### src/hw/rtl/sha256_pkg.sv
`default_nettype none

package sha256_pkg;

    typedef logic [31:0] t_word;

    localparam int unsigned NUM_HASH_WORDS = 8;
    localparam int unsigned WINDOW_DEPTH   = 16;
    localparam int unsigned NUM_ROUNDS     = 64;

    localparam logic [2:0]  BYTES_PER_WORD = 3'd4;
    localparam logic [3:0]  LEN_HI_SLOT    = 4'd14;
    localparam logic [3:0]  LAST_SLOT      = 4'd15;
    localparam logic [5:0]  LAST_ROUND     = 6'd63;
    localparam logic [2:0]  LAST_OUT_INDEX = 3'd7;
    localparam t_word       PAD_MARK_WORD  = 32'h8000_0000;
    localparam logic [63:0] WORD_BITS      = 64'd32;

    localparam t_word INITIAL_HASH [NUM_HASH_WORDS] = '{
        32'h6a09e667, 32'hbb67ae85, 32'h3c6ef372, 32'ha54ff53a,
        32'h510e527f, 32'h9b05688c, 32'h1f83d9ab, 32'h5be0cd19
    };

    localparam t_word ROUND_K [NUM_ROUNDS] = '{
        32'h428a2f98, 32'h71374491, 32'hb5c0fbcf, 32'he9b5dba5,
        32'h3956c25b, 32'h59f111f1, 32'h923f82a4, 32'hab1c5ed5,
        32'hd807aa98, 32'h12835b01, 32'h243185be, 32'h550c7dc3,
        32'h72be5d74, 32'h80deb1fe, 32'h9bdc06a7, 32'hc19bf174,
        32'he49b69c1, 32'hefbe4786, 32'h0fc19dc6, 32'h240ca1cc,
        32'h2de92c6f, 32'h4a7484aa, 32'h5cb0a9dc, 32'h76f988da,
        32'h983e5152, 32'ha831c66d, 32'hb00327c8, 32'hbf597fc7,
        32'hc6e00bf3, 32'hd5a79147, 32'h06ca6351, 32'h14292967,
        32'h27b70a85, 32'h2e1b2138, 32'h4d2c6dfc, 32'h53380d13,
        32'h650a7354, 32'h766a0abb, 32'h81c2c92e, 32'h92722c85,
        32'ha2bfe8a1, 32'ha81a664b, 32'hc24b8b70, 32'hc76c51a3,
        32'hd192e819, 32'hd6990624, 32'hf40e3585, 32'h106aa070,
        32'h19a4c116, 32'h1e376c08, 32'h2748774c, 32'h34b0bcb5,
        32'h391c0cb3, 32'h4ed8aa4a, 32'h5b9cca4f, 32'h682e6ff3,
        32'h748f82ee, 32'h78a5636f, 32'h84c87814, 32'h8cc70208,
        32'h90befffa, 32'ha4506ceb, 32'hbef9a3f7, 32'hc67178f2
    };

    typedef enum logic [1:0] {
        CS_COLLECT,
        CS_ROUND,
        CS_UPDATE
    } t_core_state;

    typedef enum logic [1:0] {
        TS_IDLE,
        TS_PAD,
        TS_OUT
    } t_top_state;

    typedef enum logic [1:0] {
        PH_MARK,
        PH_ZERO,
        PH_LEN_LO
    } t_pad_phase;

    typedef struct packed {
        logic  push;
        t_word word;
        logic  reinit;
    } t_core_ctl;

    typedef struct packed {
        logic       busy;
        logic [3:0] words;
    } t_core_stat;

endpackage

`default_nettype wire

### src/hw/rtl/sha256_core.sv
`default_nettype none

module sha256_core (
    input  wire logic                  i_clk,
    input  wire logic                  i_rst_n,
    input  wire sha256_pkg::t_core_ctl i_ctl,
    output sha256_pkg::t_core_stat     o_stat,
    output sha256_pkg::t_word          o_hash [sha256_pkg::NUM_HASH_WORDS]
);

    function automatic sha256_pkg::t_word rotr(input sha256_pkg::t_word x, input int unsigned n);
        rotr = (x >> n) | (x << (32 - n));
    endfunction

    sha256_pkg::t_core_state r_state;
    sha256_pkg::t_core_state n_state;
    logic [3:0]              r_words;
    logic [3:0]              n_words;
    logic [5:0]              r_round;
    sha256_pkg::t_word       r_hash [sha256_pkg::NUM_HASH_WORDS];
    sha256_pkg::t_word       r_v    [sha256_pkg::NUM_HASH_WORDS];
    sha256_pkg::t_word       r_win  [sha256_pkg::WINDOW_DEPTH];

    sha256_pkg::t_word big_s0;
    sha256_pkg::t_word big_s1;
    sha256_pkg::t_word ch;
    sha256_pkg::t_word maj;
    sha256_pkg::t_word t1;
    sha256_pkg::t_word t2;
    sha256_pkg::t_word new_w;

    always_comb begin
        big_s1 = rotr(r_v[4], 6) ^ rotr(r_v[4], 11) ^ rotr(r_v[4], 25);
        big_s0 = rotr(r_v[0], 2) ^ rotr(r_v[0], 13) ^ rotr(r_v[0], 22);
        ch     = (r_v[4] & r_v[5]) ^ (~r_v[4] & r_v[6]);
        maj    = (r_v[0] & r_v[1]) ^ (r_v[0] & r_v[2]) ^ (r_v[1] & r_v[2]);
        t1     = r_v[7] + big_s1 + ch + sha256_pkg::ROUND_K[r_round] + r_win[0];
        t2     = big_s0 + maj;
        new_w  = (rotr(r_win[14], 17) ^ rotr(r_win[14], 19) ^ (r_win[14] >> 10))
               + r_win[9]
               + (rotr(r_win[1], 7) ^ rotr(r_win[1], 18) ^ (r_win[1] >> 3))
               + r_win[0];
    end

    always_comb begin
        n_state = r_state;
        n_words = r_words;
        unique case (r_state)
            sha256_pkg::CS_COLLECT: begin
                if (i_ctl.push) begin
                    n_words = r_words + 4'd1;
                    if (r_words == sha256_pkg::LAST_SLOT) begin
                        n_state = sha256_pkg::CS_ROUND;
                    end
                end
            end
            sha256_pkg::CS_ROUND: begin
                if (r_round == sha256_pkg::LAST_ROUND) begin
                    n_state = sha256_pkg::CS_UPDATE;
                end
            end
            sha256_pkg::CS_UPDATE: begin
                n_state = sha256_pkg::CS_COLLECT;
            end
            default: begin
                n_state = sha256_pkg::CS_COLLECT;
            end
        endcase
    end

    always_ff @(posedge i_clk) begin
        if (!i_rst_n) begin
            r_state <= sha256_pkg::CS_COLLECT;
            r_words <= '0;
            r_round <= '0;
            r_hash  <= sha256_pkg::INITIAL_HASH;
        end else begin
            r_state <= n_state;
            r_words <= n_words;
            if (r_state == sha256_pkg::CS_ROUND) begin
                r_round <= r_round + 6'd1;
            end else begin
                r_round <= '0;
            end
            if (r_state == sha256_pkg::CS_UPDATE) begin
                for (int i = 0; i < sha256_pkg::NUM_HASH_WORDS; i++) begin
                    r_hash[i] <= r_hash[i] + r_v[i];
                end
            end else if (r_state == sha256_pkg::CS_COLLECT && i_ctl.reinit) begin
                r_hash <= sha256_pkg::INITIAL_HASH;
            end
        end
    end

    always_ff @(posedge i_clk) begin
        if (r_state == sha256_pkg::CS_COLLECT && i_ctl.push) begin
            for (int i = 0; i < sha256_pkg::WINDOW_DEPTH - 1; i++) begin
                r_win[i] <= r_win[i + 1];
            end
            r_win[sha256_pkg::WINDOW_DEPTH - 1] <= i_ctl.word;
            if (r_words == sha256_pkg::LAST_SLOT) begin
                r_v <= r_hash;
            end
        end else if (r_state == sha256_pkg::CS_ROUND) begin
            for (int i = 0; i < sha256_pkg::WINDOW_DEPTH - 1; i++) begin
                r_win[i] <= r_win[i + 1];
            end
            r_win[sha256_pkg::WINDOW_DEPTH - 1] <= new_w;
            r_v[7] <= r_v[6];
            r_v[6] <= r_v[5];
            r_v[5] <= r_v[4];
            r_v[4] <= r_v[3] + t1;
            r_v[3] <= r_v[2];
            r_v[2] <= r_v[1];
            r_v[1] <= r_v[0];
            r_v[0] <= t1 + t2;
        end
    end

    assign o_stat.busy  = (r_state != sha256_pkg::CS_COLLECT);
    assign o_stat.words = r_words;
    assign o_hash       = r_hash;

endmodule

`default_nettype wire

### src/hw/rtl/sha256_message_digest_unit.sv
`default_nettype none

// Channel   Direction  Handshake                 Payload
// input     in         i_in_valid / o_in_ready   i_data_word, i_byte_count, i_last
// output    out        o_out_valid / i_out_ready o_digest_word, o_word_index, o_last_word
//
// A message word is taken when the round unit is not busy; the word that completes a
// 512-bit block starts 64 rounds and one hash update in the round unit, and no further
// word is taken until they are done. A last word adds the padding words and one or two
// compressions, then eight digest words, one per cycle while the output is taken.
// Reset is synchronous and active low and restores the initial hash.

module sha256_message_digest_unit (
    input  wire logic        i_clk,
    input  wire logic        i_rst_n,
    input  wire logic        i_in_valid,
    output logic             o_in_ready,
    input  wire logic [31:0] i_data_word,
    input  wire logic [2:0]  i_byte_count,
    input  wire logic        i_last,
    output logic             o_out_valid,
    input  wire logic        i_out_ready,
    output logic [31:0]      o_digest_word,
    output logic [2:0]       o_word_index,
    output logic             o_last_word
);

    sha256_pkg::t_top_state r_state;
    sha256_pkg::t_top_state n_state;
    sha256_pkg::t_pad_phase r_phase;
    sha256_pkg::t_pad_phase n_phase;
    logic [2:0]             r_out_idx;
    logic [2:0]             n_out_idx;
    logic [63:0]            r_bit_len;
    logic [63:0]            n_bit_len;

    sha256_pkg::t_core_ctl  core_ctl;
    sha256_pkg::t_core_stat core_stat;
    sha256_pkg::t_word      hash [sha256_pkg::NUM_HASH_WORDS];

    logic [2:0]             n_eff;
    sha256_pkg::t_word      first_word;

    sha256_core u_core (
        .i_clk   (i_clk),
        .i_rst_n (i_rst_n),
        .i_ctl   (core_ctl),
        .o_stat  (core_stat),
        .o_hash  (hash)
    );

    always_comb begin
        n_eff = (i_byte_count > sha256_pkg::BYTES_PER_WORD) ? sha256_pkg::BYTES_PER_WORD
                                                             : i_byte_count;
        unique case (n_eff)
            3'd0:    first_word = sha256_pkg::PAD_MARK_WORD;
            3'd1:    first_word = {i_data_word[31:24], 24'h80_0000};
            3'd2:    first_word = {i_data_word[31:16], 16'h8000};
            3'd3:    first_word = {i_data_word[31:8], 8'h80};
            default: first_word = i_data_word;
        endcase
    end

    always_comb begin
        n_state         = r_state;
        n_phase         = r_phase;
        n_out_idx       = r_out_idx;
        n_bit_len       = r_bit_len;
        core_ctl.push   = 1'b0;
        core_ctl.word   = '0;
        core_ctl.reinit = 1'b0;
        o_in_ready      = 1'b0;
        o_out_valid     = 1'b0;
        unique case (r_state)
            sha256_pkg::TS_IDLE: begin
                o_in_ready = !core_stat.busy;
                if (i_in_valid && !core_stat.busy) begin
                    core_ctl.push = 1'b1;
                    if (!i_last) begin
                        core_ctl.word = i_data_word;
                        n_bit_len     = r_bit_len + sha256_pkg::WORD_BITS;
                    end else begin
                        core_ctl.word = first_word;
                        n_bit_len     = r_bit_len + {58'd0, n_eff, 3'd0};
                        n_state       = sha256_pkg::TS_PAD;
                        n_phase       = (n_eff == sha256_pkg::BYTES_PER_WORD)
                                      ? sha256_pkg::PH_MARK : sha256_pkg::PH_ZERO;
                    end
                end
            end
            sha256_pkg::TS_PAD: begin
                if (!core_stat.busy) begin
                    core_ctl.push = 1'b1;
                    unique case (r_phase)
                        sha256_pkg::PH_MARK: begin
                            core_ctl.word = sha256_pkg::PAD_MARK_WORD;
                            n_phase       = sha256_pkg::PH_ZERO;
                        end
                        sha256_pkg::PH_ZERO: begin
                            if (core_stat.words == sha256_pkg::LEN_HI_SLOT) begin
                                core_ctl.word = r_bit_len[63:32];
                                n_phase       = sha256_pkg::PH_LEN_LO;
                            end
                        end
                        sha256_pkg::PH_LEN_LO: begin
                            core_ctl.word = r_bit_len[31:0];
                            n_state       = sha256_pkg::TS_OUT;
                        end
                        default: begin
                            core_ctl.push = 1'b0;
                            n_phase       = sha256_pkg::PH_ZERO;
                        end
                    endcase
                end
            end
            sha256_pkg::TS_OUT: begin
                o_out_valid = !core_stat.busy;
                if (!core_stat.busy && i_out_ready) begin
                    if (r_out_idx == sha256_pkg::LAST_OUT_INDEX) begin
                        core_ctl.reinit = 1'b1;
                        n_bit_len       = '0;
                        n_out_idx       = '0;
                        n_state         = sha256_pkg::TS_IDLE;
                    end else begin
                        n_out_idx = r_out_idx + 3'd1;
                    end
                end
            end
            default: begin
                n_state = sha256_pkg::TS_IDLE;
            end
        endcase
    end

    always_ff @(posedge i_clk) begin
        if (!i_rst_n) begin
            r_state   <= sha256_pkg::TS_IDLE;
            r_phase   <= sha256_pkg::PH_ZERO;
            r_out_idx <= '0;
            r_bit_len <= '0;
        end else begin
            r_state   <= n_state;
            r_phase   <= n_phase;
            r_out_idx <= n_out_idx;
            r_bit_len <= n_bit_len;
        end
    end

    assign o_digest_word = hash[r_out_idx];
    assign o_word_index  = r_out_idx;
    assign o_last_word   = (r_out_idx == sha256_pkg::LAST_OUT_INDEX);

endmodule

`default_nettype wire

### config.mk
export PLATFORM = sky130hd
export DESIGN_NAME = sha256_message_digest_unit
export DESIGN_NICKNAME = d
export VERILOG_FILES = /design/src/hw/rtl/sha256_pkg.sv /design/src/hw/rtl/sha256_core.sv /design/src/hw/rtl/sha256_message_digest_unit.sv
export SDC_FILE = /design/constraint.sdc
export NUM_CORES = 2
export LEC_CHECK = 0
export BUFFER_PORTS_ARGS = -buffer_cell sky130_fd_sc_hd__buf_2
export CELL_PAD_IN_SITES_DETAIL_PLACEMENT = 0
export CELL_PAD_IN_SITES_GLOBAL_PLACEMENT = 1
export CORE_MARGIN = 3
export CORE_UTILIZATION = 35
export DETAILED_ROUTE_END_ITERATION = 6
export PLACE_DENSITY = 0.66
export SYNTH_ARGS = -nofsm -noshare
export SYNTH_HDL_FRONTEND = slang
export SYNTH_HIERARCHICAL = 1
export SYNTH_SLANG_ARGS = --single-unit
### constraint.sdc
create_clock -name i_clk -period 84.4 [get_ports i_clk]
set_input_delay 16.88 -clock i_clk [delete_from_list [all_inputs] [get_ports i_clk]]
set_output_delay 16.88 -clock i_clk [all_outputs]
set_load 0.02 [all_outputs]
==> metrics.yaml <==
status:
  status: "complete, but fails checks"
  violations: "DRC"
setup_path:
  critPathMaxFanout: 35
  critPathCaptureType: "primary output"
  crit_type: "reg -> out"
  arrival_ns: 3.58
  r2r_cells: 33
  crit_path_start_kind: "flip-flop"
  worstPathRequired_ns: 67.52
power:
  p_leak_nw: 29.1
  ir_drop_v: 0.0000287
  p_comb_share_pct: 35.7
  p_sw_share_pct: 36.1
  p_int_mw: 1.28
  p_sw_uw: 721
  pwr-share-clk_pct: 29.9
  seqPwrFrac_pct: 34.4
  powerDensity_nw_per_um2: 26.1
synth:
  ys_seq_elements: 1104
  synth_top_family_by_area: "compound AO/OA/AOI/OAI gates"
  synth_area_leader_cell: "edfxtp_1"
  synthDistinctLibCells: 109
  synthSimpleGateAreaFrac_pct: 13.2
  synthArstFlopShare_pct: 0
  seq_area_frac_synth_pct: 43.2
  synth_nets: 7419
  synth-main-ff-cell: "edfxtp_1"
  avgSynthCellArea_um2: 10.2
  synth_cells: 6784
  synth-adder-area-share_pct: 13.2
  yosys_warnings: 6
  synth_compound_area_share_pct: 16.0
  muxShareOfSynthArea_pct: 3.49
  yosys-top-cells-area: "edfxtp_1 33%, dfxtp_1 9.8%, ha_1 7.2%"
  syn_area_um2: 69000
  synth-xor-area-share_pct: 7.44
  yosys.area.top_type_share_pct: 33.4
  synth_edf_count: 768
clock_tree:
  postCtsSetupRepairBufs: 0
  cts-resized-gates: 0
  cts_sinks: 1104
  clkTransAtPathRegs_ns: 0.06
  cts_tree: "yes"
  cts_made_buffers: 134
  clk-insertion-delay-late_ns: 0.80
  clockRootBuffer: "clkbuf_16"
  hold_buffers: 0
  htreeDepth: 4
  clockBufferDepth: 3
layout:
  drive_above_1_share_pct: 8.16
  syn2layout_area_growth_pct: 11.0
  final_common_cell: "nand2_1"
  mostFrequentLayoutCells: "985 x nand2_1, 768 x edfxtp_1, 466 x a21oi_1"
  multi_input_area_um2: 36900
  fill_cells: 19200
  seq_area_um2: 29800
  fin_nets: 7363
  postLayoutCellArea_um2: 76600
routing:
  drc_errors: 1
  viasPerCell: 5.53
  dr.pass1.iters: 7
  num_vias: 52300
  wl_per_cell_um: 23.7
  drt_first_iter_violations: 4819
  routed_wl_um: 225000
  ant_nets: 0
flow_run:
  cap_violations: 0
sta:
  slew_viol_final: 0
  fin_crit_sh_pct: 24.2
  skew_ns: 0.0551
  whs_ns: 0.400
  worst_pin_slew_ns: 1.24
  hold_violations: 0
  setup_viol: 0
  rsz0062_at_grt: "no"
  fmaxAchievable_mhz: 48.9
  fin_setup_tns_ns: 0
  relSlewSlack_pct: 16.5
  fin_crit_ns: 20.46
placed_design:
  place_congestion: 0.947
  io_buffers: 77
  dpl.hpwl_um: 163000
  place_area_um2: 72000
global_routing:
  grt_pass1_vias: 50700
  grt_max_degree: 179
  grt_pass1_wl_um: 331000
  antenna_found_initial: 5
  grt_overflow: 0
  grt.total_usage_pct: 21.6
floorplan:
  core_um2: 195000
  rows: 162
  die_area_um2: 202000
  die_w_um: 450
  initial_core_util_pct: 35.3
  die_y_um: 450
  ios: 78
worst_hold_path:
  min_path_cells: 0
  hold_path_class: "reg -> reg"
==> cells in the mapped netlist, types with 12 or more instances <==
master / instances
a21boi_0: 20
nand2_1: 989
and3_1: 39
nand2b_1: 74
mux2_2: 58
o21a_1: 50
or2_2: 23
and2_1: 26
xnor2_1: 404
o31ai_1: 40
xor2_1: 177
a22oi_1: 102
o311ai_0: 15
a211oi_1: 45
inv_1: 285
nand4_1: 55
a21oi_1: 466
or4_1: 23
ha_1: 399
or3_1: 46
o211ai_1: 38
nor3_1: 78
o41ai_1: 15
o22ai_1: 87
clkbuf_1: 286
nand3_1: 111
edfxtp_1: 768
dfxtp_1: 336
mux2i_1: 20
fa_1: 196
a21o_1: 178
maj3_1: 21
o21ai_0: 375
mux4_2: 69
nor2b_1: 127
nor2_1: 344
o21bai_1: 46
a31oi_1: 50
a311oi_1: 12
a211o_1: 15
a31o_2: 16
buf_1: 34
==> registers in the layout (all words and copies together) (netlist names) <==
register        cells
r_phase             2
u_core/o_hash     256
u_core/r_state      2
u_core/r_win      512
u_core/r_round      6
r_state             2
u_core/r_v        256
u_core/r_words      4
r_bit_len          61
o_word_index        3
==> logic make-up (layout without fill, tap and decap cells) <==
| group | after synthesis | count (layout) |
|---|---|---|
| AOI/OAI and AO/OA | 1714 | 1714 |
| xor gates and xnor gates | 583 | 583 |
| adders and majority gates | 616 | 616 |
| buffers and inverters | 620 | 675 |
| DFF | 1104 | 1104 |
| muxes | 147 | 147 |
| other | 0 | 3 |
| and+or+nand+nor | 2000 | 2000 |
==> power by group through the flow <==
stage | logic [mW] | registers (mW) | clock network (mW)
2_1_floorplan | 0.491 | 0.696 | 0
3_5_place_dp | 0.697 | 0.698 | 0
3_3_place_gp | 0.698 | 0.697 | 0
6_report | 0.714 | 0.688 | 0.597
4_1_cts | 0.705 | 0.688 | 0.613
5_1_grt | 0.781 | 0.691 | 0.634
==> cell type report <==
cell class                      count  share of cell area [%]
Tap cell                         2624                    4.29
Multi-Input combinational cell   5060                    48.2
Clock buffer                      186                    4.77
Inverter                          289                    1.42
Sequential cell                  1104                    38.9
Clock inverter                     61                    1.22
Timing Repair Buffer              139                    1.17
Antenna cell                        3                 0.00981
==> per-stage QoR <==
step	std cells	setup slack [ns]	power (mW)	utilization [%]
after floorplan	6784	44.63	1.19	-
after global placement	9216	63.97	1.39	36.8
after detailed placement	9216	63.85	1.40	36.8
after CTS	9463	63.78	2.00	39.2
after global routing	9463	63.71	2.11	39.2
final	9466	63.94	2.00	39.2
==> worst max-delay path, cell delays in order, from the launching register on <==
cell	delay (ns)
dfxtp_4	0.82
buf_4	0.69
mux4_2	0.65
mux2_2	0.34
buf_2	0.18
==> final timing paths <==
kind                                       start                        endpoint  slack (ns)
hold / removal    u_core/r_win[0][417]$_DFFE_PP_  u_core/r_win[0][385]$_DFFE_PP_        0.40
hold reg to reg   u_core/r_win[0][417]$_DFFE_PP_  u_core/r_win[0][385]$_DFFE_PP_        0.40
setup reg to reg    u_core/r_round[0]$_SDFF_PN0_       u_core/r_v[252]$_DFFE_PP_       73.82
setup / recovery    o_word_index[0]$_SDFFE_PN0P_               o_digest_word[10]       63.94
==> per-layer routing <==
| layer | wire length [um] | track usage, % |
|---|---|---|
| met5 | 0 | 0 |
| met4 | 10400 | 9.49 |
| met3 | 12700 | 2.65 |
| met2 | 100000 | 33.6 |
| met1 | 102000 | 30.3 |
Power figures use the tool's default switching activity.
